$ cat src/rtl/rqc_pkg.sv
// Shared types and constants of the read QC statistics collector.
`timescale 1ns / 1ps
package rqc_pkg;

	localparam int MAX_READ_LEN_DEF = 256;
	localparam int MATES_DEF        = 2;
	localparam int POS_W            = 13;  // holds positions up to 4096
	localparam int QUEUE_DEPTH      = 4;
	localparam int NUM_CLASSES      = 5;
	localparam int GC_BINS          = 101;

	localparam logic [1:0] CFG_ENABLE     = 2'd0;
	localparam logic [1:0] CFG_MATE_COUNT = 2'd1;
	localparam logic [1:0] CFG_MAX_READS  = 2'd2;
	localparam logic [1:0] CFG_QUAL_BASE  = 2'd3;

	localparam logic [2:0] SEL_MATE_READS = 3'd0;
	localparam logic [2:0] SEL_LEN_HIST   = 3'd1;
	localparam logic [2:0] SEL_GC_HIST    = 3'd2;
	localparam logic [2:0] SEL_POS_COUNT  = 3'd3;
	localparam logic [2:0] SEL_QUAL_SUM   = 3'd4;
	localparam logic [2:0] SEL_BASE_COUNT = 3'd5;
	localparam logic [2:0] SEL_TOTAL      = 3'd6;

	localparam logic [2:0] CLS_C = 3'd1;
	localparam logic [2:0] CLS_G = 3'd2;
	localparam logic [2:0] CLS_N = 3'd4;

	// one queue entry: work for the back end
	typedef struct packed {
		logic             do_base;
		logic             do_end;
		logic             do_query;
		logic [1:0]       mate;
		logic [POS_W-1:0] pos;
		logic [POS_W-1:0] len;
		logic [POS_W-1:0] gc;
		logic [2:0]       cls;
		logic [7:0]       phred;
		logic [2:0]       sel;
		logic [8:0]       idx;
		logic [2:0]       bsel;
	} cmd_t;

	// back end status seen by the front end
	typedef struct packed {
		logic        idle;
		logic        clearing;
		logic [47:0] total;
	} back_status_t;

endpackage

$ cat src/rtl/rqc_fifo.sv
// Short command queue between front and back end.
`timescale 1ns / 1ps
module rqc_fifo (
	input  logic          clk,
	input  logic          arst_n,
	input  logic          push,
	input  rqc_pkg::cmd_t push_data,
	input  logic          pop,
	output rqc_pkg::cmd_t head,
	output logic          empty,
	output logic          full
);

	localparam int D  = rqc_pkg::QUEUE_DEPTH;
	localparam int AW = $clog2(D);

	rqc_pkg::cmd_t entry_q [D];
	logic [AW-1:0] wr_ptr_q;
	logic [AW-1:0] rd_ptr_q;
	logic [AW:0]   cnt_q;

	assign empty = (cnt_q == '0);
	assign full  = (cnt_q == (AW+1)'(D));
	assign head  = entry_q[rd_ptr_q];

	always_ff @(posedge clk) begin
		if (push && !full) begin
			entry_q[wr_ptr_q] <= push_data;
		end
	end

	always_ff @(posedge clk or negedge arst_n) begin
		if (!arst_n) begin
			wr_ptr_q <= '0;
			rd_ptr_q <= '0;
			cnt_q    <= '0;
		end else begin
			if (push && !full) begin
				wr_ptr_q <= wr_ptr_q + 1'b1;
			end
			if (pop && !empty) begin
				rd_ptr_q <= rd_ptr_q + 1'b1;
			end
			case ({push && !full, pop && !empty})
				2'b10:   cnt_q <= cnt_q + 1'b1;
				2'b01:   cnt_q <= cnt_q - 1'b1;
				default: cnt_q <= cnt_q;
			endcase
		end
	end

endmodule

$ cat config.mk
export PLATFORM = sky130hd
export DESIGN_NAME = rqc_fifo
export DESIGN_NICKNAME = d
export VERILOG_FILES = /design/src/rtl/rqc_pkg.sv /design/src/rtl/rqc_fifo.sv
export SDC_FILE = /design/constraint.sdc
export NUM_CORES = 1
export LEC_CHECK = 0
export ABC_AREA = 1
export BUFFER_PORTS_ARGS = -buffer_cell sky130_fd_sc_hd__buf_2
export CAP_MARGIN = 20
export CORE_MARGIN = 2
export CORE_UTILIZATION = 50
export DETAILED_ROUTE_END_ITERATION = 12
export PLACE_DENSITY = 0.73
export RECOVER_POWER = 100
export SETUP_SLACK_MARGIN = 0.3
export SKIP_CTS_REPAIR_TIMING = 1
export SYNTH_ARGS = -nofsm -noshare
export SYNTH_HDL_FRONTEND = slang
export SYNTH_SLANG_ARGS = --single-unit
$ cat constraint.sdc
create_clock -name clk -period 4.06 [get_ports clk]
set_input_delay 0.609 -clock clk [delete_from_list [all_inputs] [get_ports clk]]
set_output_delay 0.609 -clock clk [all_outputs]
set_load 0.01 [all_outputs]
# --- Word-level counts from Yosys, hierarchy flattened ---
# Memories as Yosys holds them, arrays and structs flattened.
# Index checks and enable logic that the tools add are counted.
# W data, S select, Z words.
op_classes:
  n_addsub: 4
  n_eq_ne: 3
  mux: 3
  n_reduce_logical: 6
op_table:
  columns: ["cell", "count"]
  rows:
  - ["$pmux W3 S2", 1]
  - ["$add A2 B1 Y2 const B", 2]
  - ["$add A3 B1 Y3 const B", 1]
  - ["$eq A3 B3 Y1 const B", 1]
  - ["$logic_not A3 Y1", 1]
  - ["$sub A3 B1 Y3 const B", 1]
  - ["$eq A2 B1 Y1 const B", 1]
  - ["$eq A2 B2 Y1 const B", 1]
  - ["$logic_and A1 B1 Y1", 2]
  - ["$logic_not A1 Y1", 2]
  - ["$mux W1", 2]
  - ["$reduce_bool A2 Y1", 1]
word_totals:
  ff_bits: 7
  ram_bits: 280
  inputBits: 74
  out_inout_bits: 72
  n_memories: 1
memory_table:
  columns: ["name", "depth", "width", "read_ports", "rd_clocked_by_memory_dff", "wr", "line", "text"]
  rows:
  - ["entry_q", 4, 70, 1, 0, 1, "rqc_fifo.sv:17", "rqc_pkg::cmd_t entry_q [D];"]

# --- Depth between registers and ports, before layout ---
depth:
  ltp_word: 5
  depth_mapped: 12
  mapped_depth_nobuf: 12

# --- Worst setup path before layout ---
# No wires, ideal clock.
synth_path:
  path_kind: "in2reg"
  start: "input push"
  end: "memory entry_q[0][0] (netlist name), enable pin"
  t_arrival_ns: 3.685
  required_ns: 3.561
  path_slack_ns: -0.123
  cell_stages: 2
  path_buffers: 0
  cell_sequence: "nand2_1 -> nor2_1"
synth_via:
  elab_chain_cells: 3
synth_rtl:
  columns: ["item", "line", "text"]
  rows:
  - ["start: declaration", "rqc_fifo.sv:6", "input logic push,"]
  - ["$logic_and A1 B1 Y1", "rqc_fifo.sv:27", "if (push && !full) begin"]
  - ["$mux W1", "rqc_fifo.sv:27", null]
  - ["$mux W1 (not written as such)", "rqc_fifo.sv:28", "entry_q[wr_ptr_q] <= push_data;"]
  - ["end: declaration", "rqc_fifo.sv:17", null]
# No other way between the ends.

# --- Worst setup path after layout ---
layout_path:
  start: "register cnt_q[0]"
  end: "memory entry_q[2][6] (netlist name), enable pin"
layout_via:
  elab_chain_cells: 5
layout_rtl:
  columns: ["item", "line", "text"]
  rows:
  - ["start: declaration", "rqc_fifo.sv:20", "logic [AW:0] cnt_q;"]
  - ["start signal: assignment", "rqc_fifo.sv:45", "2'b10: cnt_q <= cnt_q + 1'b1;"]
  - ["start signal: assignment", "rqc_fifo.sv:46", "2'b01: cnt_q <= cnt_q - 1'b1;"]
  - ["start signal: assignment", "rqc_fifo.sv:47", "default: cnt_q <= cnt_q;"]
  - ["$eq A3 B3 Y1", "rqc_fifo.sv:23", "assign full = (cnt_q == (AW+1)'(D));"]
  - ["$logic_not A1 Y1", "rqc_fifo.sv:27", null]
  - ["$logic_and A1 B1 Y1", "rqc_fifo.sv:27", null]
  - ["$mux W1", "rqc_fifo.sv:27", null]
  - ["$mux W1 (not written as such)", "rqc_fifo.sv:28", null]
# No other way between the ends.

==> run summary <==
Final WL: 21.6 mm
Status: finished, violations left
Register area: 0.00858 sq mm
Site Rows: 56
Commonest cells after routing, fill and taps aside: 280 x edfxtp_1, 227 x nand2_1, 152 x inv_1
Ys flop type: edfxtp_1
Setup TNS: 0 ns
Placed insts: 1310
EDFF count, synth: 280
Max-slew violations: 288
Synth Area per Inst: 13.5 sq um
Final period utilization: 0.816
DR DRC count: 0
Finished Layout Cells: 1364
Yosys top cell by area: edfxtp_1
Sink Count: 287
Slew HR: -0.649
Netlist Area Pre-Place: 0.0118 sq mm
Post-route ant nets: 0
Hold Path Cell Cnt: 1
Hold crit path type: input pin to flop
Worst-margin pin slew: 2.47 ns
Die Span X: 158 microns
CP max FO: 38
FFs w/ async S/R, synth: 0.0244
WS Path Type: flop to flop
Via count: 6726
Initial DRC count: 339
Synth cell types: 19
HP Start: push_data[11]
Io pins: 146
Fillcell total: 1937
Vias in the first global route: 6506
Cell count after synthesis: 878
Power, Total: 9.94 mW
Max Clock Skew: 0.00761 ns
Failing checks: max-capacitance violations, max-slew violations
Root Driver: clkbuf_16
FF-to-FF path depth: 5
Initial antenna violation count: 0
Routed wire length per instance: 15.9 microns
Starting density of the core: 0.508
Largest net degree at the start of global routing: 124
Data required, critical path: 4.15 ns
Core footprint: 0.0233 sq mm
PD cells: 738 mW/mm^2
Gr usage total: 0.174
Top cell type's share of synthesized area: 0.710
H-tree levels: 1
Vias per inst: 4.93
CTS tree: built
WP data arrival: 3.41 ns
Final HPWL DP: 12.5 mm
Max cap viols: 8
Syn_nets: 958
Final hold vios: 0
Synth area leaders: edfxtp_1 71%, o211ai_2 7.3%, nand2_1 7.2%, inv_1 4.8%, o211ai_1 4.5%
Leak: 5.28 nW
Reg2reg end: entry_q[2][6]
Worst skew pair latency: 0.53 ns
Die Area: 0.0249 sq mm
Worst setup SP type: flop
GPL Wtd Cong: 0.719
Global route total overflow: 0
ANT cells: 0
Final core occ: 0.578
Seq/Total Area, Yosys: 0.724
Max Clock Freq: 302 MHz
Port bufs: 145
Count of final setup violators: 0
Final Net Count: 1103
First-pass GRT wire length: 33.8 mm
Share of cells above drive strength 1: 0.131
Worst r2r src: cnt_q[0]
Commonest non-fill, non-tap cell in the layout: edfxtp_1
Critical Path End Type: flop
Reg2Reg Setup Slack: 0.75 ns
Worst vdd ir: 415 uV
Final min period: 3.31 ns
Chip height: 158 microns
Register bit total from synthesis: 287
RSZ-0062 raised after global routing: no
Yosys synthesis warning count: 0
DR pass1 iterations: 5
Area Growth Syn to Fin: 13.7%
Inserted Clock Buffers: 29
Multi-input gate area: 0.00220 sq mm
Clk pin slew, worst setup/hold paths: 0.06 ns
Min-Delay Endpoint: entry_q[1][11]
Worst-case clock buffer depth: 3
==> state kept, by name, summed over array words and instances (netlist names) <==
name	count
rd_ptr_q	2
cnt_q	3
entry_q	280
wr_ptr_q	2
==> routing by layer <==
metal / GRT usage / wire [microns] / up-vias
met5: 0 / 0 / -
met4: 0.0485 / 429 / 0
met3: 0.0331 / 1160 / 30
met2: 0.312 / 11100 / 145
met1: 0.218 / 9010 / 3208
li1: - / - / 3343
==> power breakdown <==
part           internal [mW]  total, mW  switching (mW)
Sequential              3.94       4.08           0.145
Combinational           1.03       3.28            2.24
Clock                   1.53       2.58            1.05
==> logic make-up (layout without fill, tap and decap cells) <==
group | after synthesis | after routing | synth area share
buf+inv | 204 | 371 | 0.0729
simple gates | 239 | 239 | 0.0767
flops | 287 | 287 | 0.724
fa+ha+maj | 6 | 6 | 0.00697
xor+xnor | 1 | 1 | 0.000739
compound gates | 141 | 141 | 0.118
==> synth_stat cells (4+ instances only) <==
cell / count
buf_2: 9
o211ai_1: 71
o211ai_2: 69
clkbuf_1: 25
edfxtp_1: 280
nand2_1: 227
nand3_1: 7
buf_6: 11
nor2_1: 4
inv_1: 150
inv_2: 7
dfrtp_1: 7
ha_1: 5
==> how the worst max path moves through the flow <==
stage	start	endpoint	slack [ns]	cells after the start
after floorplan	push	entry_q[0][0]	-0.12	2
after global placement	rd_ptr_q[0]	head[30]	1.56	6
after detailed placement	rd_ptr_q[0]	head[30]	1.51	6
after CTS	rd_ptr_q[0]	head[30]	0.94	6
after global routing	cnt_q[0]	entry_q[0][60]	0.43	5
final	cnt_q[0]	entry_q[2][6]	0.75	5
==> cell type report <==
cell class,instances,share of cell area
clock buffers,36,0.0595
clock inverters,17,0.0112
well taps,319,0.0296
multi-input cells,387,0.163
inverters,158,0.0446
repair buffers,160,0.0549
flip-flops and latches,287,0.637
==> per-stage QoR <==
step	setup slack, ns	hold slack (ns)	cell area (sq um)
6_report	0.748	0.333	13500
4_1_cts	0.943	-0.109	13900
5_1_grt	0.426	0.315	13500
3_3_place_gp	1.56	0.454	12900
2_1_floorplan	-0.123	0.313	11800
3_5_place_dp	1.51	0.456	12900
==> worst max-delay path, stage by stage, from the launching register on <==
cell      delay, ns
dfrtp_1        0.37
inv_1          0.09
nand3_1        0.15
nand2_1        0.29
nor2_4         0.17
clkbuf_1       1.76
No activity file was read; power rests on OpenSTA's default activity.
