$ cat src/rtl/rqc_pkg.sv
// Shared types and constants of the read QC statistics collector.
`timescale 1ns / 1ps
package rqc_pkg;

	localparam int MAX_READ_LEN_DEF = 256;
	localparam int MATES_DEF        = 2;
	localparam int POS_W            = 13;  // holds positions up to 4096
	localparam int QUEUE_DEPTH      = 4;
	localparam int NUM_CLASSES      = 5;
	localparam int GC_BINS          = 101;

	localparam logic [1:0] CFG_ENABLE     = 2'd0;
	localparam logic [1:0] CFG_MATE_COUNT = 2'd1;
	localparam logic [1:0] CFG_MAX_READS  = 2'd2;
	localparam logic [1:0] CFG_QUAL_BASE  = 2'd3;

	localparam logic [2:0] SEL_MATE_READS = 3'd0;
	localparam logic [2:0] SEL_LEN_HIST   = 3'd1;
	localparam logic [2:0] SEL_GC_HIST    = 3'd2;
	localparam logic [2:0] SEL_POS_COUNT  = 3'd3;
	localparam logic [2:0] SEL_QUAL_SUM   = 3'd4;
	localparam logic [2:0] SEL_BASE_COUNT = 3'd5;
	localparam logic [2:0] SEL_TOTAL      = 3'd6;

	localparam logic [2:0] CLS_C = 3'd1;
	localparam logic [2:0] CLS_G = 3'd2;
	localparam logic [2:0] CLS_N = 3'd4;

	// one queue entry: work for the back end
	typedef struct packed {
		logic             do_base;
		logic             do_end;
		logic             do_query;
		logic [1:0]       mate;
		logic [POS_W-1:0] pos;
		logic [POS_W-1:0] len;
		logic [POS_W-1:0] gc;
		logic [2:0]       cls;
		logic [7:0]       phred;
		logic [2:0]       sel;
		logic [8:0]       idx;
		logic [2:0]       bsel;
	} cmd_t;

	// back end status seen by the front end
	typedef struct packed {
		logic        idle;
		logic        clearing;
		logic [47:0] total;
	} back_status_t;

endpackage

$ cat src/rtl/rqc_front.sv
// Front end: config registers, read tracking and command classification.
`timescale 1ns / 1ps
module rqc_front #(
	parameter int MAX_READ_LEN = rqc_pkg::MAX_READ_LEN_DEF,
	parameter int MATES        = rqc_pkg::MATES_DEF
) (
	input  logic                  clk,
	input  logic                  arst_n,
	input  logic                  cfg_valid,
	input  logic [1:0]            cfg_index,
	input  logic [47:0]           cfg_data,
	input  logic                  in_valid,
	output logic                  in_ready,
	input  logic                  operation,
	input  logic [1:0]            mate,
	input  logic [7:0]            base_code,
	input  logic [7:0]            quality_byte,
	input  logic                  last_base,
	input  logic [2:0]            table_select,
	input  logic [8:0]            table_index,
	input  logic [2:0]            base_select,
	input  rqc_pkg::back_status_t st,
	input  logic                  q_empty,
	input  logic                  q_full,
	output logic                  q_push,
	output rqc_pkg::cmd_t         q_data
);

	localparam int PW  = $clog2(MAX_READ_LEN + 1);
	localparam int PSW = rqc_pkg::POS_W;

	logic        en_q;
	logic [1:0]  mc_q;
	logic [47:0] max_q;
	logic [7:0]  qb_q;

	logic [PW-1:0] pos_q;
	logic [PW-1:0] gc_q;
	logic [1:0]    mate_q;
	logic          acc_q;

	logic          start, accept_read, acc, in_range, counted, is_gc, beat;
	logic [1:0]    mt;
	logic [PW-1:0] gc_cur, gc_nx, pos_nx;
	logic [2:0]    cls;
	logic [7:0]    phred;

	always_ff @(posedge clk or negedge arst_n) begin
		if (!arst_n) begin
			en_q  <= 1'b0;
			mc_q  <= 2'd1;
			max_q <= '0;
			qb_q  <= 8'd33;
		end else if (cfg_valid) begin
			case (cfg_index)
				rqc_pkg::CFG_ENABLE:     en_q  <= cfg_data[0];
				rqc_pkg::CFG_MATE_COUNT: mc_q  <= cfg_data[1:0];
				rqc_pkg::CFG_MAX_READS:  max_q <= cfg_data;
				rqc_pkg::CFG_QUAL_BASE:  qb_q  <= cfg_data[7:0];
				default:                 en_q  <= en_q;
			endcase
		end
	end

	assign start       = (pos_q == '0);
	assign accept_read = en_q && (mate < mc_q) && (32'(mate) < MATES)
		&& !((max_q != '0) && (st.total >= max_q));
	assign acc         = start ? accept_read : acc_q;
	assign mt          = start ? mate : mate_q;
	assign gc_cur      = start ? '0 : gc_q;
	assign in_range    = (pos_q < PW'(MAX_READ_LEN));
	assign counted     = acc && in_range;
	assign cls         = (base_code < 8'(rqc_pkg::NUM_CLASSES)) ? base_code[2:0]
		: rqc_pkg::CLS_N;
	assign is_gc       = (cls == rqc_pkg::CLS_C) || (cls == rqc_pkg::CLS_G);
	assign phred       = (quality_byte > qb_q) ? (quality_byte - qb_q) : 8'd0;
	assign gc_nx       = gc_cur + PW'(counted && is_gc);
	assign pos_nx      = in_range ? (pos_q + 1'b1) : pos_q;

	// a new read waits until every earlier command is done, so the
	// accepted-read total it checks is current
	assign in_ready = !q_full && !st.clearing && !(start && !(q_empty && st.idle));
	assign beat     = in_valid && in_ready;
	assign q_push   = beat && (operation || counted || (acc && last_base));

	always_comb begin
		q_data          = '0;
		q_data.do_query = operation;
		q_data.do_base  = !operation && counted;
		q_data.do_end   = !operation && acc && last_base;
		q_data.mate     = operation ? mate : mt;
		q_data.pos      = PSW'(pos_q);
		q_data.len      = PSW'(pos_nx);
		q_data.gc       = PSW'(gc_nx);
		q_data.cls      = cls;
		q_data.phred    = phred;
		q_data.sel      = table_select;
		q_data.idx      = table_index;
		q_data.bsel     = base_select;
	end

	always_ff @(posedge clk or negedge arst_n) begin
		if (!arst_n) begin
			pos_q  <= '0;
			gc_q   <= '0;
			mate_q <= '0;
			acc_q  <= 1'b0;
		end else if (beat && !operation) begin
			if (last_base) begin
				pos_q  <= '0;
				gc_q   <= '0;
				mate_q <= '0;
				acc_q  <= 1'b0;
			end else begin
				pos_q  <= pos_nx;
				gc_q   <= gc_nx;
				mate_q <= mt;
				acc_q  <= acc;
			end
		end
	end

endmodule

$ cat config.mk
export PLATFORM = sky130hd
export DESIGN_NAME = rqc_front
export DESIGN_NICKNAME = d
export VERILOG_FILES = /design/src/rtl/rqc_pkg.sv /design/src/rtl/rqc_front.sv
export SDC_FILE = /design/constraint.sdc
export NUM_CORES = 1
export LEC_CHECK = 0
export BUFFER_PORTS_ARGS = -buffer_cell sky130_fd_sc_hd__buf_2
export CAP_MARGIN = 20
export CORE_ASPECT_RATIO = 0.75
export CORE_MARGIN = 1.5
export CORE_UTILIZATION = 30
export CTS_CLUSTER_DIAMETER = 150
export DETAILED_ROUTE_END_ITERATION = 8
export RECOVER_POWER = 25
export SETUP_SLACK_MARGIN = 0.3
export SYNTH_ARGS = -nofsm -noshare
export SYNTH_HDL_FRONTEND = slang
export SYNTH_SLANG_ARGS = --single-unit
$ cat constraint.sdc
create_clock -name clk -period 5.1 [get_ports clk]
set_input_delay 0 -clock clk [delete_from_list [all_inputs] [get_ports clk]]
set_output_delay 0 -clock clk [all_outputs]
set_load 0.05 [all_outputs]
# After elaboration in Yosys (flattened, before gate mapping)
# Index checks and enable logic that the tools add are counted.
totals:
  regBits: 80
  latch_bits: 0
  mem_bits_rw: 0
  mem_bits_ro: 0
  elab_cells: 66
  n_memories: 0
classes:
  addsub: 3
  n_mul: 0
  n_div: 0
  magnitude_cmp: 6
  eq_ne: 5
  shifts: 0
  muxes: 11
  n_bitwise: 0
  n_reduce_logical: 33
op_table:
  columns: ["operator", "count"]
  rows:
  - [">= comparator 48 bit", 1]
  - ["nonzero test 48 bit", 1]
  - ["two-way mux 9 bit", 4]
  - ["logical AND 1 bit", 17]
  - ["adder 9 x 1 -> 9 bit", 1]
  - ["adder 9 x 1 -> 9 bit (second input constant)", 1]
  - ["zero test 9 bit", 1]
  - ["< comparator 9 bit (second input constant)", 1]
  - ["> comparator 8 bit", 1]
  - ["< comparator 8 x 3 -> 1 bit (second input constant)", 1]
  - ["two-way mux 8 bit", 1]
  - ["AND reduction 2 bit", 4]
  - ["subtractor 8 bit", 1]
  - ["zero test 1 bit", 6]
  - ["two-way mux 2 bit", 3]
  - ["== test 2 bit (second input constant)", 2]
  - ["== test 3 x 1 -> 1 bit (second input constant)", 1]
  - ["== test 3 x 2 -> 1 bit (second input constant)", 1]
  - ["logical OR 1 bit", 3]
  - ["two-way mux 3 bit", 1]
  - ["== test 2 x 1 -> 1 bit (second input constant)", 1]
  - ["zero test 2 bit", 1]
  - ["< comparator 2 bit", 1]
  - ["< comparator 2 bit (second input constant)", 1]
  - ["two-way mux 1 bit", 2]

# Longest topological paths before layout
# Gate-level depths: netlist of run 1.
depth:
  depth_word: 9
  mapped_depth: 17

# Worst setup path after synthesis of run 1
# OpenSTA, ideal clock, no wires.
synth_path:
  kind: "register -> register"
  startpoint: "register pos_q[0]"
  endpoint: "register gc_q[8]"
  t_arrival_ns: 3.789
  required_ns: 5.031
  setup_slack_ns: 1.242
  stages_incl_launch_ff: 17
  period_less_slack_ns: 3.858
  path_cell_list: "dfrtp_1 inv_1 ha_1 nor4b_1 and2_1 nand3_1 o41ai_2 nand2b_1 nor3_2 ha_1 ha_1 and3_1 nand3_1 xor2_1 nor2_1 nand3_1 nand2_1"
synth_lines:
  columns: ["element", "line", "source"]
  rows:
  - ["start: declaration", "rqc_front.sv:37", "logic [PW-1:0] pos_q;"]
  - ["start signal: assignment", "rqc_front.sv:115", "pos_q <= pos_nx;"]
  - ["end signal: assignment", "rqc_front.sv:116", "gc_q <= gc_nx;"]
  - ["end: declaration", "rqc_front.sv:38", "logic [PW-1:0] gc_q;"]

==> results by group, run 1 <==
Critical path
  – Critical Path End Type: primary output
  – Critical Path Start Type: flip-flop
  – Slowest stage delay, CP: about 0.51 ns
  – Required time of the critical path: 5.10 ns
  – Number of buffers and inverters on the critical path: 2
  – Endpoint of the worst setup timing path: q_data[34]
  – Number of cells on the critical path: 15
  – Maximum fanout encountered on the critical timing path: 11
  – Data arrival at the endpoint of the critical path: approximately 4.3 ns
  – Terminus of the critical flop-to-flop path: gc_q[6]
  – Category of the critical setup timing path: flip-flop to primary output
  – Worst Setup SP: pos_q[0]
  – Cell family contributing the most delay on the critical path: simple AND/OR/NAND/NOR gates
  – FF-to-FF path depth: 14
  – Max stage delay cell, worst path: sky130_fd_sc_hd__nor4b_1
  – Most used cell, CP: sky130_fd_sc_hd__ha_1
  – Worst reg2reg setup slack: around 1.2 ns
  – Startpoint of the most critical register-to-register path: pos_q[0]
  – Chain of cells forming the critical path: inv_1 > ha_1 > nor4b_1 > and2_1 > nand3_1 > o41ai_2 > nand2b_1 > nor3_2 > ha_1 > ha_1 > and3_1 > nand3_1 > xor2_1 > nor2_1 > buf_2

Place
  – IO Port Bufs: 170
  – Final weighted congestion in routability-driven placement: roughly 0.8
  – Detailed placement HPWL: around 11 mm
  – Setup Slack @ Placement: between 1 and 1.5 ns

Flow run
  – Max-cap violations: 1

Die
  – Starting Density: roughly 31%
  – I/O pin count: ~210
  – Row count: 42
  – Width of the chip: approximately 160 microns
  – Die height: between 100 and 150 microns
  – Total Die Area: around 19000 sq um
  – Core region area: about 18000 sq um

Logic synthesis
  – FFs w/ async S/R, synth: between 90% and 100%
  – Top-count cell post-synth: sky130_fd_sc_hd__dfrtp_1
  – Largest area contributor in the synthesized netlist: sky130_fd_sc_hd__dfrtp_1
  – Post-Synthesis Cell Area: 5470 sq um
  – Part of the Yosys area used for sequential elements: between 30 and 40%
  – Synth top area cells: sky130_fd_sc_hd__dfrtp_1, sky130_fd_sc_hd__ha_1, sky130_fd_sc_hd__mux2_2
  – Count of warnings emitted by yosys: 0
  – Prevailing post-synth register cell: sky130_fd_sc_hd__dfrtp_1
  – Syn avg cell area: ~9.5 sq um
  – Count of mapped cells out of synthesis: 576
  – Number of distinct library cells after synthesis: 46
  – Count of flip-flops with a built-in enable after synthesis: 0
  – Top post-synthesis cells by count: sky130_fd_sc_hd__dfrtp_1, sky130_fd_sc_hd__inv_1, sky130_fd_sc_hd__mux2_2
  – Portion of synthesized cell area occupied by the leading cell type: 35.2%
  – Seq cells post-synth: 80

Outcome
  – Status: finished with violations
  – Violations in the final reports: max-capacitance violations, max-slew violations

Drt
  – Wire length reported by the detailed router: about 15 mm
  – Iteration-0 DRC count of the detailed router: 210
  – Remaining routing DRC violations: 0
  – Total number of vias: 4680
  – Detailed-route wire length per cell: roughly 14 microns
  – Antenna Violating Nets Remaining: 0
  – Average via count per standard cell: around 4.5
  – First-pass DRT Iterations: 4

Global route
  – Initial antenna violation count: 1
  – First-pass GRT wire length: between 20 and 25 mm
  – Aggregate global-route resource usage: between 15 and 20%
  – Vias in the first global route: approximately 4700
  – Maximum number of pins on one net before global-route repair: 58
  – GR Overflow Total: 0

Cells and area
  – Final net count: 985
  – Fraction of layout cells with a size suffix above 1: 32.0%
  – Layout overhead on the synthesized area: 32.8%

Clocking
  – Post-CTS setup-driven buffer insertion count: 0
  – Library cell used as clock root buffer: sky130_fd_sc_hd__clkbuf_16
  – CTS Buffer Depth: 2
  – CTS tree: yes
  – Clk slew on worst S/H paths: 0.06 ns
  – H-tree depth reported by CTS: 3
  – Clock buffers created by TritonCTS: 9
  – Clock sinks: 80
  – Latest clock arrival within the worst-skew pair: about 0.35 ns

Timing
  – Final Hold Viols: 0
  – Shortest clock period the worst path allows after layout: 4.25 ns
  – Max-Slew Margin vs Limit: -84.1%
  – Setup TNS: 0 ns
  – Final Setup Violations: 0
  – Slew of the pin with the lowest slew margin: between 2 and 3 ns
  – Maximum operating frequency: between 200 and 250 MHz
  – Final worst-path setup slack: roughly 0.85 ns
  – Final worst clock skew: between 0.007 and 0.008 ns
  – RSZ-0062 raised after global routing: false
  – Ratio of final minimum period to clock period: a little over four fifths
  – Max-slew violation total from the final report: 49

Min path
  – Worst Hold Class: input pin to primary output

Power
  – Lkg Pwr: approximately 3.6 nW
  – Pwr/cell area: between 300 and 400 nW/um^2
  – Worst voltage drop across the vdd grid: roughly 250 uV
[worst min-delay path by stage]
stage	endpoint	startpoint	depth (start not counted)	slack, ns
3_3_place_gp	max_q[40]	arst_n	1	-0.07
3_5_place_dp	max_q[40]	arst_n	1	-0.07
2_1_floorplan	acc_q	arst_n	0	-0.30
4_1_cts	q_data[11]	table_index[8]	0	0.0003
6_report	q_data[3]	table_index[0]	0	0.00002
5_1_grt	q_data[3]	table_index[0]	0	0.00007
[registers in the layout, indices dropped and copies added (netlist names)]
signal / count
max_q: 48
pos_q: 9
qb_q: 8
en_q: 1
mc_q: 2
gc_q: 9
mate_q: 2
acc_q: 1
[layout by cell type, fill, tap and decap left out, drive strengths merged, types with 3 or more instances in the layout]
master       synthesis  layout
a21oi               26      26
a221oi               3       3
and2                 6       6
and3                 5       5
buf                 33     166
clkbuf               8      20
conb                 1      12
dfrtp               77      77
dfstp                3       3
dlygate4sd3          0      52
ha                  61      61
inv                 67      67
mux2                62      62
nand2               61      61
nand2b               5       5
nand3               20      20
nand4               14      14
nor2                31      31
nor2b                3       3
nor3                 5       5
nor3b                4       4
nor4                15      15
o21ai               23      23
o41ai                4       4
xnor2               12      12
xor2                 7       7
[per-stage QoR]
stage | utilization (%) | total power, mW | hold WS [ns] | cells | instance area, sq um
detailed placement | 36.2 | 1.61 | -0.0697 | 961 | 6420
CTS | 40.9 | 2.38 | 0.000341 | 1029 | 7270
global route | 40.8 | 2.51 | 0.0000701 | 1030 | 7260
global placement | 36.2 | 1.60 | -0.0696 | 961 | 6420
floorplan | - | 1.43 | -0.296 | 587 | 5510
finish | 40.9 | 2.35 | 0.0000193 | 1031 | 7260
[layer usage]
layer  track usage [%]  part of all wire (%)  vias up
li1                  -                     -     2364
met1              21.8                    49     2183
met2              24.5                    44      121
met3              4.18                   5.8       12
met4              4.66                   1.2        0
met5                 0                     0        -
[cell families after synthesis]
logic type | count (synthesis) | synth area share (%)
simple gates | 175 | 16.0
flops | 80 | 36.7
compound gates | 69 | 7.64
xor+xnor | 19 | 3.04
fa+ha+maj | 62 | 14.3
buf+inv | 108 | 9.45
other cells | 1 | 0.0686
mux | 62 | 12.8
[report_power, final]
part | total, mW | leakage [nW] | switching (mW) | internal, mW
Sequential | 0.823 | 0.980 | 0.0824 | 0.740
Combinational | 0.805 | 2.51 | 0.475 | 0.330
Clock | 0.720 | 0.160 | 0.265 | 0.455
Total | 2.35 | 3.65 | 0.823 | 1.53
[final cells by class]
type,instances,area [sq um]
Multi-Input combinational cell,399,2990
Clock buffer,13,260
Antenna cell,2,5.00
Timing Repair Buffer,225,1380
Inverter,67,251
Fill cell,1817,10500
Clock inverter,3,65.1
Sequential cell,80,2010
Tap cell,242,303
[repair_timing]
item	in CTS	in global routing
gates resized for setup	0	0
hold buffers	52	0
hold endpoints to repair	88	0
Note: power is estimated with default switching activity, not from simulation.
==> inputs of run 2 (changes only) <==
Settings changed: ABC_AREA from default to 1.
Clock period 5.1 ns to 3.6 ns, I/O delays scaled along.
==> run 2 against run 1 <==
- the flow still finishes with violations (max-capacitance violations, max-slew violations)
- clock power increased by 44%
- via count grew 12%
- highest routed layer unchanged
- critical endpoint unchanged
- design area up 9.1%
- synthesized cell count is 27% higher
==> results by group, run 2 <==
Power
  – Worst voltage drop across the vdd grid: between 400 and 500 uV
  – Final Power: ~3.9 mW
  – Pwr/cell area: just under 500 nW/um^2
  – Lkg Pwr: 4.19 nW

Clocking
  – CTS tree: yes
  – Clock sinks: 80
  – Clock buffers created by TritonCTS: 9
  – CTS Buffer Depth: 2
  – Clk slew on worst S/H paths: ~0.060 ns
  – H-tree depth reported by CTS: 3
  – Latest clock arrival within the worst-skew pair: ~0.34 ns
  – Library cell used as clock root buffer: sky130_fd_sc_hd__clkbuf_16

Outcome
  – Status: finished with violations
  – Violations in the final reports: max-capacitance violations, max-slew violations

Timing
  – Min Hold Slack: roughly 0.000022 ns
  – Final worst-path setup slack: roughly 0.4 ns
  – Final Hold Viols: 0
  – Ratio of final minimum period to clock period: between 80% and 90%
  – Final worst clock skew: ~0.0071 ns
  – Slew of the pin with the lowest slew margin: about 2.8 ns
  – Maximum operating frequency: between 300 and 400 MHz
  – Max-Slew Margin vs Limit: -89.2%
  – Final Setup Violations: 0
  – Shortest clock period the worst path allows after layout: between 3 and 4 ns
  – Max-slew violation total from the final report: a little over 50
  – RSZ-0062 raised after global routing: true
  – Setup TNS: 0 ns

Global route
  – GR Overflow Total: 0
  – Aggregate global-route resource usage: between 10% and 20%
  – Maximum number of pins on one net before global-route repair: a little under 100
  – First-pass GRT wire length: around 25 mm
  – Vias in the first global route: a little over 5000
  – Initial antenna violation count: 0

Critical path
  – Maximum fanout encountered on the critical timing path: 3
  – Number of buffers and inverters on the critical path: 2
  – Terminus of the critical flop-to-flop path: gc_q[7]
  – Cell family contributing the most delay on the critical path: simple AND/OR/NAND/NOR gates
  – FF-to-FF path depth: 25
  – Slowest stage delay, CP: ~0.38 ns
  – Data arrival at the endpoint of the critical path: 3.20 ns
  – Worst reg2reg setup slack: 0.72 ns
  – Category of the critical setup timing path: flip-flop to primary output
  – Required time of the critical path: approximately 3.6 ns
  – Startpoint of the most critical register-to-register path: max_q[9]
  – Max stage delay cell, worst path: sky130_fd_sc_hd__dfrtp_1
  – Critical Path Start Type: flip-flop
  – Critical Path End Type: primary output
  – Most used cell, CP: sky130_fd_sc_hd__nand2_2

Cells and area
  – Most frequent cells in the layout: sky130_fd_sc_hd__buf_2, sky130_fd_sc_hd__nand2_1, sky130_fd_sc_hd__inv_1
  – Fraction of layout cells with a size suffix above 1: a little under a third
  – Flip-flop count of the largest register after layout: between 40 and 50
  – Final net count: roughly 1200
  – Registers with the most flip-flops: max_q x48, gc_q x9, pos_q x9
  – Area of combinational cells with multiple inputs: about 3200 sq um
  – Post-Route Utilization: roughly 44%
  – Sequential cell area: between 2000 and 2500 sq um
  – Number of cells in the finished layout apart from fillers: 1200
  – Diode count: 0
  – Fill cell total of the finished layout: around 1800
  – Most frequent standard cell in the layout excluding fill and tap cells: sky130_fd_sc_hd__buf_2
  – Largest reg by FF count: max_q
  – Layout overhead on the synthesized area: 42.1%
  – Final std cell area, no fill: ~7900 sq um

Logic synthesis
  – Number of distinct library cells after synthesis: 40
  – Seq cells post-synth: 80
  – Count of flip-flops with a built-in enable after synthesis: 0
  – Synth top area cells: sky130_fd_sc_hd__dfrtp_1, sky130_fd_sc_hd__ha_1, sky130_fd_sc_hd__inv_1
  – Prevailing post-synth register cell: sky130_fd_sc_hd__dfrtp_1
  – Top-count cell post-synth: sky130_fd_sc_hd__inv_1
  – Top post-synthesis cells by count: sky130_fd_sc_hd__inv_1, sky130_fd_sc_hd__nand2_1, sky130_fd_sc_hd__nor2_1
  – FFs w/ async S/R, synth: 100%
  – Syn avg cell area: between 7 and 8 sq um
  – Portion of synthesized cell area occupied by the leading cell type: about a third
  – Count of warnings emitted by yosys: 0
  – Part of the Yosys area used for sequential elements: 36.0%
  – Post-Synthesis Cell Area: ~5600 sq um
  – Largest area contributor in the synthesized netlist: sky130_fd_sc_hd__dfrtp_1
  – Count of mapped cells out of synthesis: 733

Drt
  – Iteration-0 DRC count of the detailed router: approximately 300
  – First-pass DRT Iterations: 4
  – Average via count per standard cell: 4.38
  – Total number of vias: 5254
  – Detailed-route wire length per cell: about 13 microns
  – Remaining routing DRC violations: 0
  – Wire length reported by the detailed router: 15.5 mm
  – Antenna Violating Nets Remaining: 0

Die
  – Row count: 42
  – Width of the chip: 160 microns
  – Total Die Area: roughly 19000 sq um
  – Core region area: approximately 18000 sq um
  – Starting Density: 31.1%
  – I/O pin count: ~210
  – Die height: ~120 microns

Min path
  – Worst Hold Launch: table_index[1]
  – WHS Endpoint: q_data[4]
  – Cell count of the worst hold path: 0
  – Worst Hold Class: input pin to primary output

Place
  – Final weighted congestion in routability-driven placement: 0.820
  – Detailed placement HPWL: between 10 and 15 mm
  – Dpl cells: between 1000 and 1500
  – Setup Slack @ Placement: 0.298 ns
  – IO Port Bufs: 170
  – Dpl cell area: ~6600 sq um

Flow run
  – Max-cap violations: 1
-- run 2: cell count changes in the layout (fill, tap and decap cells not counted), moves of 18 or more --
cell	previous run	this run
sky130_fd_sc_hd__inv_1	67	105
sky130_fd_sc_hd__nand2_1	61	115
sky130_fd_sc_hd__buf_4	2	20
sky130_fd_sc_hd__a21oi_1	26	54
sky130_fd_sc_hd__mux2_2	62	0
sky130_fd_sc_hd__inv_2	0	31
sky130_fd_sc_hd__nor2_1	31	85
-- run 2: worst max path at each step --
| stage | slack [ns] | endpoint | depth (start not counted) | startpoint |
|---|---|---|---|---|
| finish | 0.40 | q_data[34] | 25 | max_q[9] |
| global route | 0.14 | pos_q[5] | 2 | arst_n |
| floorplan | 0.36 | gc_q[7] | 17 | pos_q[1] |
| CTS | 0.19 | q_data[34] | 23 | max_q[13] |
| global placement | 0.35 | q_data[34] | 21 | max_q[47] |
| detailed placement | 0.30 | q_data[34] | 23 | max_q[1] |
-- run 2: worst reg2reg max path: stages, from the launching register on --
cell                      delay [ns]
sky130_fd_sc_hd__dfrtp_1        0.38
sky130_fd_sc_hd__inv_2          0.08
sky130_fd_sc_hd__ha_1           0.24
sky130_fd_sc_hd__nand2_1        0.06
sky130_fd_sc_hd__nand2_1        0.05
sky130_fd_sc_hd__nand2_1        0.06
sky130_fd_sc_hd__nand2_1        0.04
sky130_fd_sc_hd__nand2_1        0.05
sky130_fd_sc_hd__nand2_1        0.05
sky130_fd_sc_hd__nor2_2         0.09
sky130_fd_sc_hd__nand2_2        0.10
sky130_fd_sc_hd__nand2_2        0.09
sky130_fd_sc_hd__nand2_2        0.05
sky130_fd_sc_hd__nand2_2        0.07
sky130_fd_sc_hd__nand2_2        0.05
sky130_fd_sc_hd__nand2_2        0.09
sky130_fd_sc_hd__nand2_2        0.06
sky130_fd_sc_hd__nor2_2         0.12
sky130_fd_sc_hd__ha_4           0.16
sky130_fd_sc_hd__buf_4          0.12
sky130_fd_sc_hd__nand3_4        0.09
sky130_fd_sc_hd__nor3_4         0.22
sky130_fd_sc_hd__nand3_2        0.12
sky130_fd_sc_hd__xor2_2         0.19
sky130_fd_sc_hd__nand2_1        0.06
sky130_fd_sc_hd__o21ai_0        0.07
-- run 2: cells by family after synthesis --
logic type	after synthesis	share of synthesized area (%)
compound gates	119	11.4
other cells	1	0.0673
xor+xnor	16	2.52
fa+ha+maj	62	14.1
buf+inv	179	14.2
simple gates	276	21.8
flops	80	36.0
-- run 2: final cells by class --
type / instances / share of cell area [%]
Multi-Input combinational cell: 485 / 40.7
Timing Repair Buffer: 240 / 19.4
Tap cell: 242 / 3.82
Clock buffer: 14 / 3.46
Clock inverter: 2 / 0.759
Inverter: 137 / 6.53
Sequential cell: 80 / 25.3
-- run 2: power breakdown --
| part | switching (mW) | total, mW | internal, mW | leakage, nW |
|---|---|---|---|---|
| Clock | 0.370 | 1.04 | 0.666 | 0.163 |
| Sequential | 0.0983 | 1.16 | 1.07 | 0.937 |
| Combinational | 1.16 | 1.73 | 0.572 | 3.09 |
| Total | 1.63 | 3.93 | 2.30 | 4.19 |
-- run 2: repair_timing --
item,4_1_cts,5_1_grt
hold buffers,50,0
endpoints found under the hold margin,106,0
gates resized for setup,40,62
setup endpoints to repair,3,16
buffers inserted,8,8
pin swaps,22,33
-- run 2: routing by layer --
metal	vias to the layer above	part of all wire (%)	track usage [%]
li1	2726	-	-
met1	2383	51	23.6
met2	136	44	24.7
met3	9	5.0	3.73
met4	0	0.54	2.98
met5	-	0	0
==> inputs of run 3 (changes only) <==
Settings changed: CORE_ASPECT_RATIO 0.75 to 1.25.
==> run 3 against run 2 <==
- the run now ends clean
- fmax up 1.1%
- worst setup slack gained 0.036 ns
- hold slack about the same
- count of clock-buffer cells in the layout down 1
- via count is 2.0% higher
- clock power hardly changed
- first-iteration DRC count shrank 51%
- combinational power grew 2%
- utilization fell by 0.27 points
- critical endpoint unchanged
- largest power group unchanged
==> results by group, run 3 (same netlist as run 2, synthesis figures left out) <==
Timing
  – Max-slew violation total from the final report: 0
  – Maximum operating frequency: roughly 320 MHz
  – Setup TNS: 0 ns
  – Max-Slew Margin vs Limit: roughly 6.7%
  – Slew of the pin with the lowest slew margin: between 1 and 1.5 ns
  – Min Hold Slack: 0.0000220 ns
  – Final Setup Violations: 0
  – Shortest clock period the worst path allows after layout: 3.16 ns
  – Final worst clock skew: 0.00888 ns
  – Ratio of final minimum period to clock period: 87.9%
  – RSZ-0062 raised after global routing: true
  – Final Hold Viols: 0

Power
  – Worst voltage drop across the vdd grid: about 290 uV
  – Pwr/cell area: 497 nW/um^2
  – Final Power: roughly 4.0 mW
  – Lkg Pwr: approximately 4.2 nW

Drt
  – Antenna Violating Nets Remaining: 0
  – Total number of vias: around 5400
  – Wire length reported by the detailed router: 15.8 mm
  – Detailed-route wire length per cell: about 13 microns
  – Remaining routing DRC violations: 0
  – Average via count per standard cell: around 4.5
  – Iteration-0 DRC count of the detailed router: ~150
  – First-pass DRT Iterations: 4

Die
  – I/O pin count: roughly 210
  – Starting Density: a little under a third
  – Core region area: ~18000 sq um
  – Die height: 155 microns
  – Width of the chip: approximately 120 microns
  – Row count: 55
  – Total Die Area: roughly 19000 sq um

Clocking
  – H-tree depth reported by CTS: 3
  – Library cell used as clock root buffer: sky130_fd_sc_hd__clkbuf_16
  – Clk slew on worst S/H paths: around 0.060 ns
  – Latest clock arrival within the worst-skew pair: around 0.35 ns
  – Clock buffers created by TritonCTS: 9
  – CTS tree: yes
  – CTS Buffer Depth: 2
  – Clock sinks: 80

Outcome
  – Status: finished clean

Critical path
  – Number of buffers and inverters on the critical path: 3
  – Startpoint of the most critical register-to-register path: max_q[38]
  – Slowest stage delay, CP: 0.40 ns
  – Category of the critical setup timing path: flip-flop to primary output
  – Data arrival at the endpoint of the critical path: 3.16 ns
  – Maximum fanout encountered on the critical timing path: 3
  – Critical Path Start Type: flip-flop
  – Critical Path End Type: primary output
  – FF-to-FF path depth: 25
  – Most used cell, CP: sky130_fd_sc_hd__nand2_2
  – Cell family contributing the most delay on the critical path: simple AND/OR/NAND/NOR gates
  – Worst reg2reg setup slack: a little under 0.8 ns
  – Max stage delay cell, worst path: sky130_fd_sc_hd__dfrtp_1
  – Required time of the critical path: between 3 and 4 ns
  – Terminus of the critical flop-to-flop path: gc_q[8]

Cells and area
  – Fraction of layout cells with a size suffix above 1: between 30 and 40%
  – Most frequent standard cell in the layout excluding fill and tap cells: sky130_fd_sc_hd__buf_2
  – Final std cell area, no fill: between 7000 and 8000 sq um
  – Largest reg by FF count: max_q
  – Flip-flop count of the largest register after layout: between 40 and 50
  – Layout overhead on the synthesized area: 43.2%
  – Final net count: 1159
  – Registers with the most flip-flops: max_q x48, gc_q x9, pos_q x9
  – Most frequent cells in the layout: sky130_fd_sc_hd__buf_2, sky130_fd_sc_hd__nand2_1, sky130_fd_sc_hd__inv_1

Global route
  – Initial antenna violation count: 3
  – Vias in the first global route: ~5400
  – GR Overflow Total: 0
  – Maximum number of pins on one net before global-route repair: 97
  – Aggregate global-route resource usage: 16.1%
  – First-pass GRT wire length: between 20 and 30 mm

Flow run
  – Max-cap violations: 0

Min path
  – WHS Endpoint: q_data[12]
  – Worst Hold Class: input pin to primary output
  – Worst Hold Launch: table_select[0]
  – Cell count of the worst hold path: 0

Place
  – Detailed placement HPWL: between 10 and 15 mm
  – IO Port Bufs: between 150 and 200
  – Final weighted congestion in routability-driven placement: around 0.8
  – Dpl cell area: between 6000 and 7000 sq um
-- run 3: worst max path at each step --
| stage | startpoint | end | slack [ns] | cells after the start |
|---|---|---|---|---|
| floorplan | pos_q[1] | gc_q[7] | 0.36 | 17 |
| global placement | max_q[47] | q_data[34] | 0.33 | 25 |
| detailed placement | max_q[47] | q_data[34] | 0.32 | 25 |
| CTS | max_q[46] | q_data[34] | 0.21 | 25 |
| global route | max_q[31] | q_data[34] | 0.18 | 23 |
| finish | max_q[38] | q_data[34] | 0.44 | 25 |
-- run 3: worst register-to-register path: stages (launching register included) --
cell and delay [ns]:
sky130_fd_sc_hd__dfrtp_1 0.40, sky130_fd_sc_hd__inv_2 0.08, sky130_fd_sc_hd__ha_4 0.19, sky130_fd_sc_hd__nand2_2 0.07, sky130_fd_sc_hd__inv_1 0.05, sky130_fd_sc_hd__nand2_2 0.07
sky130_fd_sc_hd__nor2_2 0.05, sky130_fd_sc_hd__nand2_4 0.08, sky130_fd_sc_hd__nor2_1 0.05, sky130_fd_sc_hd__nand2_1 0.05, sky130_fd_sc_hd__nand2_1 0.05, sky130_fd_sc_hd__nor2_1 0.09
sky130_fd_sc_hd__nand2_1 0.07, sky130_fd_sc_hd__nand2_2 0.08, sky130_fd_sc_hd__nand2_2 0.06, sky130_fd_sc_hd__nand2_2 0.07, sky130_fd_sc_hd__nand2_2 0.07, sky130_fd_sc_hd__nor2_4 0.10
sky130_fd_sc_hd__ha_4 0.16, sky130_fd_sc_hd__ha_4 0.15, sky130_fd_sc_hd__nand3_4 0.09, sky130_fd_sc_hd__nor3_4 0.16, sky130_fd_sc_hd__nand3_2 0.08, sky130_fd_sc_hd__or2_1 0.23
sky130_fd_sc_hd__nand3_1 0.11, sky130_fd_sc_hd__nand2_1 0.06
-- run 3: area by class of cell --
class / count / area, sq um
clock buffer: 13 / 260
inverter: 137 / 517
antenna: 3 / 7.51
multi-input combinational: 485 / 3270
sequential: 80 / 2010
tap: 228 / 285
timing repair buffer: 243 / 1560
clock inverter: 3 / 65.1
fill: 1877 / 10200
-- run 3: layer usage --
metal	GRT usage, %	wire length, microns	vias to the layer above
li1	-	-	2732
met1	18.8	6720	2481
met2	29.3	8170	115
met3	2.03	454	29
met4	7.68	418	0
met5	0	0	-
-- run 3: where the power goes --
part           internal [mW]  leakage [nW]  switching [mW]  total, mW
clock                  0.646         0.160           0.384       1.03
sequential              1.07         0.937           0.100       1.17
combinational          0.599          3.10            1.17       1.77
-- run 3: what timing repair did --
action,in CTS,in global routing
hold endpoints to repair,98,0
setup endpoints to repair,5,10
hold buffers,48,0
pin swaps,17,32
setup buffers,10,12
gates resized for setup,28,88
-- run 3: metrics by stage --
step	std cells	utilization [%]	setup slack, ns
after detailed placement	1102	35.9	0.317
after global placement	1102	35.9	0.326
final	1192	43.9	0.436
after floorplan	744	-	0.363
after CTS	1176	41.4	0.207
after global routing	1192	43.9	0.177
